===== config.mk =====
export PLATFORM = sky130hd
export DESIGN_NAME = accel_fall_detector
export DESIGN_NICKNAME = d
export VERILOG_FILES = /design/src/design/afd_pkg.sv /design/src/design/afd_magnitude.sv /design/src/design/accel_fall_detector.sv
export SDC_FILE = /design/constraint.sdc
export NUM_CORES = 2
export LEC_CHECK = 0
export BUFFER_PORTS_ARGS = -buffer_cell sky130_fd_sc_hd__buf_4
export CAP_MARGIN = 40
export CORE_MARGIN = 5
export CORE_UTILIZATION = 50
export DETAILED_ROUTE_END_ITERATION = 10
export GPL_TIMING_DRIVEN = 1
export PLACE_DENSITY = 0.73
export SLEW_MARGIN = 20
export SYNTH_ARGS = -nofsm -noshare
export SYNTH_HDL_FRONTEND = slang
export SYNTH_HIERARCHICAL = 1
export SYNTH_SLANG_ARGS = --single-unit

===== constraint.sdc =====
create_clock -name clk -period 12.6 [get_ports clk]
set_input_delay 0.63 -clock clk [delete_from_list [all_inputs] [get_ports clk]]
set_output_delay 0.63 -clock clk [all_outputs]
set_load 0.1 [all_outputs]

===== src/design/afd_pkg.sv =====
`timescale 1ns / 1ps

package afd_pkg;

  // default sizes handed to the top level
  localparam int DEF_TIME_BITS   = 32;
  localparam int DEF_SAMPLE_BITS = 16;

  // fixed field widths
  localparam int MAG_W     = 32;
  localparam int LIMIT_W   = 32;
  localparam int WINDOW_W  = 16;
  localparam int COOL_W    = 32;
  localparam int CFG_IDX_W = 3;
  localparam int CFG_W     = 32;

  // reset values, raw Q8 units squared (1 g = 9.81 * 256)
  localparam logic [MAG_W-1:0]    ONE_G_SQ            = 32'd6306929;
  localparam logic [LIMIT_W-1:0]  DEF_FREEFALL_LIMIT  = 32'd1009109;
  localparam logic [LIMIT_W-1:0]  DEF_IMPACT_LIMIT    = 32'd39418307;
  localparam logic [WINDOW_W-1:0] DEF_IMPACT_WINDOW   = 16'd500;
  localparam logic [WINDOW_W-1:0] DEF_FREEFALL_TIMEOUT = 16'd1000;
  localparam logic [COOL_W-1:0]   DEF_ALERT_COOLDOWN  = 32'd60000;

  // configuration register indexes
  typedef enum logic [CFG_IDX_W-1:0] {
    REG_FREEFALL_LIMIT   = 3'd0,
    REG_IMPACT_LIMIT     = 3'd1,
    REG_IMPACT_WINDOW    = 3'd2,
    REG_FREEFALL_TIMEOUT = 3'd3,
    REG_ALERT_COOLDOWN   = 3'd4
  } afd_reg_e;

  // status flags of one result, packed into tuser from bit 0 up
  typedef struct packed {
    logic free_fall_active;
    logic alert_raised;
    logic fall_detected;
  } afd_flags_t;

endpackage


===== src/design/afd_magnitude.sv =====
`timescale 1ns / 1ps

module afd_magnitude
  import afd_pkg::*;
#(
  parameter int SAMPLE_BITS = DEF_SAMPLE_BITS
) (
  input  logic [SAMPLE_BITS-1:0] accel_x,
  input  logic [SAMPLE_BITS-1:0] accel_y,
  input  logic [SAMPLE_BITS-1:0] accel_z,
  output logic [MAG_W-1:0]       magnitude_sq
);

  localparam int SQ_W = 2 * SAMPLE_BITS;

  logic [SAMPLE_BITS-1:0] abs_x;
  logic [SAMPLE_BITS-1:0] abs_y;
  logic [SAMPLE_BITS-1:0] abs_z;
  logic [SQ_W-1:0]        sq_x;
  logic [SQ_W-1:0]        sq_y;
  logic [SQ_W-1:0]        sq_z;
  logic [SQ_W-1:0]        sq_sum;

  // absolute values; the most negative code reads as 2^(n-1) unsigned
  assign abs_x = accel_x[SAMPLE_BITS-1] ? (~accel_x + 1'b1) : accel_x;
  assign abs_y = accel_y[SAMPLE_BITS-1] ? (~accel_y + 1'b1) : accel_y;
  assign abs_z = accel_z[SAMPLE_BITS-1] ? (~accel_z + 1'b1) : accel_z;

  // three squares in parallel
  assign sq_x = SQ_W'(abs_x) * SQ_W'(abs_x);
  assign sq_y = SQ_W'(abs_y) * SQ_W'(abs_y);
  assign sq_z = SQ_W'(abs_z) * SQ_W'(abs_z);

  // sum is at most 3 * 2^(2n-2), so it fits 2n bits
  assign sq_sum = sq_x + sq_y + sq_z;

  assign magnitude_sq = MAG_W'(sq_sum);

endmodule


===== src/design/accel_fall_detector.sv =====
`timescale 1ns / 1ps

// Free-fall / impact fall detector. Each input transfer is one tick: a
// millisecond timestamp plus, when tuser is set, a new accelerometer sample.
// The block accepts a tick in every cycle while the output side takes
// results. The sample squares are formed into an input register, and the
// detector state (held magnitude, free-fall window, last alert time) is
// read and updated as the result register is loaded, so a tick always
// sees the state left by the one before it. All time differences wrap
// modulo 2^TIME_BITS. Configuration writes are taken in any cycle and
// should only be made while idle.
module accel_fall_detector
  import afd_pkg::*;
#(
  parameter int TIME_BITS   = DEF_TIME_BITS,
  parameter int SAMPLE_BITS = DEF_SAMPLE_BITS
) (
  input  logic                 clk,
  input  logic                 rst,

  // input stream
  input  logic                 s_axis_tvalid,
  output logic                 s_axis_tready,
  // accel_x, accel_y, accel_z, time_ms, zero padding
  input  logic [((3*SAMPLE_BITS+TIME_BITS+7)/8)*8-1:0] s_axis_tdata,
  // sample_valid
  input  logic                 s_axis_tuser,

  // result stream
  output logic                 m_axis_tvalid,
  input  logic                 m_axis_tready,
  // magnitude_sq
  output logic [MAG_W-1:0]     m_axis_tdata,
  // fall_detected, alert_raised, free_fall_active
  output logic [2:0]           m_axis_tuser,

  // configuration writes
  input  logic                 cfg_valid,
  output logic                 cfg_ready,
  input  logic [CFG_IDX_W-1:0] cfg_index,
  input  logic [CFG_W-1:0]     cfg_data
);

  localparam int CMP_W = (TIME_BITS > COOL_W) ? TIME_BITS : COOL_W;

  // configuration registers
  logic [LIMIT_W-1:0]  freefall_limit_sq;
  logic [LIMIT_W-1:0]  impact_limit_sq;
  logic [WINDOW_W-1:0] impact_window_ms;
  logic [WINDOW_W-1:0] freefall_timeout_ms;
  logic [COOL_W-1:0]   alert_cooldown_ms;

  // input register
  logic                 s1_valid;
  logic                 s1_sample_valid;
  logic [MAG_W-1:0]     s1_mag;
  logic [TIME_BITS-1:0] s1_time;

  // detector state
  logic                 in_free_fall;
  logic [TIME_BITS-1:0] free_fall_start;
  logic [MAG_W-1:0]     held_magnitude_sq;
  logic [TIME_BITS-1:0] last_alert_time;

  // result register
  logic                 out_valid;
  logic [MAG_W-1:0]     out_mag;
  afd_flags_t           out_flags;

  logic [SAMPLE_BITS-1:0] in_x;
  logic [SAMPLE_BITS-1:0] in_y;
  logic [SAMPLE_BITS-1:0] in_z;
  logic [TIME_BITS-1:0]   in_time;
  logic [MAG_W-1:0]       in_mag;

  logic                 out_free;
  logic                 advance;
  logic                 in_fire;

  logic [MAG_W-1:0]     mag;
  logic                 arm;
  logic                 active;
  logic [TIME_BITS-1:0] start_next;
  logic [TIME_BITS-1:0] dt;
  logic [TIME_BITS-1:0] dt_alert;
  logic                 impact;
  logic                 timeout;
  logic                 cooldown_passed;
  logic                 in_free_fall_next;
  afd_flags_t           flags_next;

  // unpack the input transfer
  assign in_x    = s_axis_tdata[0*SAMPLE_BITS +: SAMPLE_BITS];
  assign in_y    = s_axis_tdata[1*SAMPLE_BITS +: SAMPLE_BITS];
  assign in_z    = s_axis_tdata[2*SAMPLE_BITS +: SAMPLE_BITS];
  assign in_time = s_axis_tdata[3*SAMPLE_BITS +: TIME_BITS];

  afd_magnitude #(
    .SAMPLE_BITS (SAMPLE_BITS)
  ) u_magnitude (
    .accel_x      (in_x),
    .accel_y      (in_y),
    .accel_z      (in_z),
    .magnitude_sq (in_mag)
  );

  // pipeline flow control
  assign out_free      = !out_valid || m_axis_tready;
  assign advance       = s1_valid && out_free;
  assign s_axis_tready = !s1_valid || out_free;
  assign in_fire       = s_axis_tvalid && s_axis_tready;
  assign cfg_ready     = 1'b1;

  // configuration register writes
  always_ff @(posedge clk) begin
    if (rst) begin
      freefall_limit_sq   <= DEF_FREEFALL_LIMIT;
      impact_limit_sq     <= DEF_IMPACT_LIMIT;
      impact_window_ms    <= DEF_IMPACT_WINDOW;
      freefall_timeout_ms <= DEF_FREEFALL_TIMEOUT;
      alert_cooldown_ms   <= DEF_ALERT_COOLDOWN;
    end else if (cfg_valid && cfg_ready) begin
      case (cfg_index)
        REG_FREEFALL_LIMIT:   freefall_limit_sq   <= cfg_data[LIMIT_W-1:0];
        REG_IMPACT_LIMIT:     impact_limit_sq     <= cfg_data[LIMIT_W-1:0];
        REG_IMPACT_WINDOW:    impact_window_ms    <= cfg_data[WINDOW_W-1:0];
        REG_FREEFALL_TIMEOUT: freefall_timeout_ms <= cfg_data[WINDOW_W-1:0];
        REG_ALERT_COOLDOWN:   alert_cooldown_ms   <= cfg_data[COOL_W-1:0];
        default: ;
      endcase
    end
  end

  // input register: valid flag
  always_ff @(posedge clk) begin
    if (rst) begin
      s1_valid <= 1'b0;
    end else if (s_axis_tready) begin
      s1_valid <= s_axis_tvalid;
    end
  end

  // input register: payload
  always_ff @(posedge clk) begin
    if (in_fire) begin
      s1_sample_valid <= s_axis_tuser;
      s1_mag          <= in_mag;
      s1_time         <= in_time;
    end
  end

  // detector step on the registered tick
  always_comb begin
    mag        = s1_sample_valid ? s1_mag : held_magnitude_sq;
    arm        = !in_free_fall && (mag < freefall_limit_sq);
    active     = in_free_fall || arm;
    start_next = arm ? s1_time : free_fall_start;
    dt         = s1_time - start_next;
    dt_alert   = s1_time - last_alert_time;
    impact     = active && (mag > impact_limit_sq);
    timeout    = active && (dt > TIME_BITS'(freefall_timeout_ms));
    cooldown_passed = CMP_W'(dt_alert) > CMP_W'(alert_cooldown_ms);

    in_free_fall_next           = active && !impact && !timeout;
    flags_next.fall_detected    = impact && (dt < TIME_BITS'(impact_window_ms));
    flags_next.alert_raised     = flags_next.fall_detected && cooldown_passed;
    flags_next.free_fall_active = in_free_fall_next;
  end

  // detector state update
  always_ff @(posedge clk) begin
    if (rst) begin
      in_free_fall      <= 1'b0;
      free_fall_start   <= '0;
      held_magnitude_sq <= ONE_G_SQ;
      last_alert_time   <= '0;
    end else if (advance) begin
      in_free_fall      <= in_free_fall_next;
      free_fall_start   <= start_next;
      held_magnitude_sq <= mag;
      if (flags_next.alert_raised) begin
        last_alert_time <= s1_time;
      end
    end
  end

  // result register: valid flag
  always_ff @(posedge clk) begin
    if (rst) begin
      out_valid <= 1'b0;
    end else if (out_free) begin
      out_valid <= s1_valid;
    end
  end

  // result register: payload
  always_ff @(posedge clk) begin
    if (advance) begin
      out_mag   <= mag;
      out_flags <= flags_next;
    end
  end

  assign m_axis_tvalid = out_valid;
  assign m_axis_tdata  = out_mag;
  assign m_axis_tuser  = {out_flags.free_fall_active, out_flags.alert_raised,
                          out_flags.fall_detected};

endmodule


; After elaboration in Yosys (flattened, before gate mapping)
; Cells that the tools add are included.
[classes]
n_bitwise = 3
addsub = 7
multipliers = 3
eq_ne = 4
n_lt_le_gt_ge = 5
n_reduce_logical = 24
mux = 5
[ops]
columns = operator, count
row1 = 16-bit by 16-bit multiplier with 32-bit output, 3
row2 = 32-bit adder, 2
row3 = 32-bit greater-than comparator, 2
row4 = 32-bit two-way mux, 2
row5 = 32-bit subtractor, 2
row6 = 16-bit by 1-bit adder with 16-bit output (second input constant), 3
row7 = 16-bit two-way mux, 3
row8 = 16-bit inverter, 3
row9 = 32-bit by 16-bit greater-than comparator with 1-bit output, 1
row10 = 32-bit by 16-bit < comparator with 1-bit output, 1
row11 = 32-bit < comparator, 1
row12 = 2-bit AND reduction, 6
row13 = 1-bit logical AND, 9
row14 = 3-bit by 2-bit == test with 1-bit output (second input constant), 2
row15 = 1-bit logical NOT, 5
row16 = 3-bit by 1-bit == test with 1-bit output (second input constant), 1
row17 = 3-bit == test (second input constant), 1
row18 = 3-bit logical NOT, 1
row19 = 1-bit logical OR, 3
[totals]
out_inout_bits = 38
register_bits = 327
elab_cells = 69

; Depth between registers and ports, before layout
[logic_depth]
depth_word = 9
mapped_depth = 38
mapped_depth_nobuf = 37

; Modules after synthesis
; Netlist, hierarchy kept.
[modules_own_cells]
columns = module, area_each_um2, cells_per_inst, instances
row1 = afd_magnitude, 22449.0, 2465, 1
row2 = accel_fall_detector, 18860.6, 2090, 1

; Worst setup path after synthesis
; OpenSTA, ideal clock, no wires.
[synth_path]
path_kind = in2reg
from = input s_axis_tdata[32]
to = register s1_mag[28], data pin
path_buffers = 3
setup_time_ps = 262
cell_stages = 34
setup_slack_ps = 3309
arrival_time_ps = 9028
required_ps = 12338
cell_sequence = clkbuf_1 inv_1 clkbuf_1 ha_1 nand3_1 o41a_1 xor2_1 inv_1 clkbuf_1 nor2_1 fa_1 fa_1 inv_1 fa_1 inv_1 fa_1 inv_1 fa_1 fa_1 inv_1 fa_1 fa_1 inv_1 fa_1 inv_1 ha_1 o21a_1 o311ai_1 a21o_1 a21oi_1 a211o_1 a31oi_1 a21oi_1 xor2_1
[synth_via]
elab_chain_len = 5
[synth_lines]
columns = element, line
row1 = start: declaration, accel_fall_detector.sv:25  ; input logic [((3*SAMPLE_BITS+TIME_BITS+7)/8)*8-1:0] s_axis_tdata,
row2 = 16-bit inverter, afd_magnitude.sv:27  ; assign abs_z = accel_z[SAMPLE_BITS-1] ? (~accel_z + 1'b1) : accel_z;
row3 = 16-bit by 1-bit adder with 16-bit output, afd_magnitude.sv:27
row4 = 16-bit two-way mux (*), afd_magnitude.sv:27
row5 = 16-bit by 16-bit multiplier with 32-bit output (*), afd_magnitude.sv:32  ; assign sq_z = SQ_W'(abs_z) * SQ_W'(abs_z);
row6 = 32-bit adder (*), afd_magnitude.sv:35  ; assign sq_sum = sq_x + sq_y + sq_z;
row7 = net in_mag[28], accel_fall_detector.sv:74  ; logic [MAG_W-1:0] in_mag;
row8 = end signal: assignment, accel_fall_detector.sv:147  ; s1_mag <= in_mag;
row9 = end: declaration, accel_fall_detector.sv:56  ; logic [MAG_W-1:0] s1_mag;
; Mark *: on every way through the listed nets, which the timed path passes. The rest lies on a longest branch.
; A chain may end at the register's enable or synchronous reset.

; Worst setup path after layout
[layout_path]
from = input s_axis_tdata[0]
to = register s1_mag[31], data pin
[layout_via]
elab_chain_len = 6
[layout_lines]
columns = element, line
row1 = 16-bit inverter, afd_magnitude.sv:25  ; assign abs_x = accel_x[SAMPLE_BITS-1] ? (~accel_x + 1'b1) : accel_x;
row2 = 16-bit by 1-bit adder with 16-bit output, afd_magnitude.sv:25
row3 = 16-bit two-way mux (*), afd_magnitude.sv:25
row4 = 16-bit by 16-bit multiplier with 32-bit output (*), afd_magnitude.sv:30  ; assign sq_x = SQ_W'(abs_x) * SQ_W'(abs_x);
row5 = 32-bit adder (*) (2 in series), afd_magnitude.sv:35
row6 = net in_mag[31], accel_fall_detector.sv:74
; Marked as above.

==> impl_metrics.csv <==
group,metric,value,unit
synthesis,ys_types,96,
synthesis,synth-seq-cells,327,
die,start_util,50.4,%
die,rows,105,
sta,fin_crit,10.14,ns
sta,fmaxAchievable,98.6,MHz
synthesis,synth_mux_area_share,2.60,%
grt,gr-total-overflow,0,
routing,via_per_inst,5.38,
grt,grt_pass1_vias,32200,
routing,via_count,31200,
sta,hold_viol,0,
clock_network,post_cts_buffers,0,
layout,final_common_cell,"inv_1",
die,die_h,297,um
placement,dpl.hpwl,92500,um
grt,antenna_found_initial,1,
run_status,status,"complete, no violations",
routing,dr.pass1.iters,6,
clock_network,cts_root_buffer,"clkbuf_16",
routing,drc,0,
layout,nNetsFinal,5881,
die,dieArea,0.0885,mm2
setup_path,crit_top_cell,"fa_1",
clock_network,tritoncts,"built",
sta,rsz0062_at_grt,"false",
synthesis,synth_enable_flop_cells,100,
routing,wl_per_cell,18.8,um
clock_network,clkLatencyLatePin,0.55,ns
synthesis,synth_area_leader_cell,"fa_1",
synthesis,synth.area.top_cells,"fa_1, ha_1, dfxtp_1, inv_1, edfxtp_1",
grt,grt_pass1_wl,174000,um
synthesis,synth_top_family_by_area,"adder cells",
layout,drive_above_1_share,7.22,%
sta,fin_crit_sh,80.5,%
placement,port_buffers,157,
layout,syn2layout_area_growth,8.89,%
clock_network,cts_hold_buf,0,
setup_path,critPathCaptureType,"flip-flop",
clock_network,post_cts_resized,0,
clock_network,numCtsBuffers,35,
die,io-pin-count,159,
setup_path,critPathKind,"in2reg",
clock_network,cts.htree.levels,2,
synthesis,synth_adder_area_share,43.1,%
setup_path,crit_path_top_delay_cell,"xor2_1",
synthesis,synth_xor_area_share,3.07,%
synthesis,synthCells,4555,
synthesis,synth_area,0.0413,mm2
routing,drt-total-wl,109000,um
setup_path,path_max_fanout,13,
placement,gp_congestion,0.987,
grt,track_usage,24.5,%
sta,maxSlewHeadroom,39.5,%
clock_network,path_clk_slew,0.06,ns
worst_hold_path,hp-class,"in2reg",
die,die_w,297,um
grt,grt_max_degree,77,
synthesis,ys.warnings.count,6,
synthesis,synth-seq-area-share,18.3,%
setup_path,required,12.88,ns
sta,report.final.slew_viol_count,0,
synthesis,synth_compound_area_share,9.51,%
setup_path,worstPathArrival,10.42,ns
sta,setup_viol,0,
clock_network,ctsLongestPathBuffers,3,
layout,layout_common_cells,"inv_1, fa_1, nand2_1",
synthesis,ys_async_sr_fraction,0,%
routing,postRouteAntennaNets,0,
sta,setup-tns-final,0,ns
synthesis,synth_area_per_cell,9.07,um2
routing,dr.first_iter.drc_count,2202,
sta,final.setup_skew,0.0247,ns
synthesis,ys.flop_type,"dfxtp_1",
sta,worst_pin_slew,0.905,ns
synthesis,synth_top_area_share,29.7,%
setup_path,critPathMaxStageDelay,0.75,ns
flow_run,maxCapViolations,0,
synthesis,yosys.area_share.simple,12.4,%
clock_network,cts_sinks,327,
layout,diodes,0,
setup_path,cp-start-kind,"input pin",
die,core_area,0.0820,mm2
layout,final_util,54.9,%
[kinds of logic (layout without fill, tap and decap cells)]
logic type | after synthesis | after routing
fa+ha+maj | 1057 | 1057
xor+xnor | 144 | 144
mux | 103 | 103
compound gates | 586 | 586
other cells | 3 | 40
buf+inv | 1191 | 1333
simple gates | 1144 | 1144
flops | 327 | 327
[state kept, by name, indices dropped and copies added, names as in the netlist]
name	count
m_axis_tvalid	1
m_axis_tdata	32
held_magnitude_sq	32
s1_valid	1
s1_time	32
in_free_fall	1
impact_limit_sq	32
s1_sample_valid	1
free_fall_start	32
freefall_limit_sq	32
s1_mag	32
freefall_timeout_ms	16
impact_window_ms	16
alert_cooldown_ms	32
m_axis_tuser	3
last_alert_time	32
[worst paths after layout]
check                                            from                     to  slack, ns  depth (start not counted)
worst min-delay path                 s_axis_tdata[68]            s1_time[20]       0.25                          1
worst max-delay path                  s_axis_tdata[0]             s1_mag[31]       2.46                         36
worst min register to register  held_magnitude_sq[16]  held_magnitude_sq[16]       0.45                          2
worst max register to register        s1_sample_valid     last_alert_time[2]       3.25                         30
[per-stage QoR]
step | std cells | setup slack, ns | hold WS, ns | instance area (um2)
floorplan | 4592 | 3.31 | 0.434 | 41400
global placement | 5720 | 1.76 | 0.439 | 43700
detailed placement | 5736 | 1.78 | 0.445 | 43900
CTS | 5800 | 2.36 | 0.228 | 45000
global route | 5804 | 2.08 | 0.227 | 45000
finish | 5804 | 2.46 | 0.253 | 45000
[metal layers]
layer | vias up | share of wire, % | global-route usage [%]
met5 | - | 0.012 | 0
met4 | 2 | 3.7 | 7.81
met3 | 222 | 7.0 | 4.14
met2 | 1051 | 48 | 42.0
met1 | 15400 | 41 | 31.7
li1 | 14500 | - | -
[final cells by class]
class | instances | area [um2]
timing repair buffer | 202 | 1580
clock buffer | 48 | 987
tap | 1070 | 1340
clock inverter | 16 | 119
multi-input combinational | 3074 | 29400
inverter | 1067 | 4010
sequential | 327 | 7550
fill | 7444 | 37000
[synth_stat cells (all sizes together), types with 75 or more instances]
master and n:
nand2 481, a21oi 205, ha 441, clkbuf 111
dfxtp 227, nor2 355, a21o 84, nand2b 93
xnor2 84, edfxtp 100, fa 612, o21ai 75
inv 1059
[worst max-delay path, delay by kind of cell]
family	cells	cell delay, ns
fa+ha+maj	11	4.85
buf+inv	10	1.33
compound gates	8	2.01
xor+xnor	2	0.87
simple gates	5	0.70
Power is left out: the tool's default activity adds up to more than one toggle a clock period on the data nets, which glitch-free logic cannot reach.
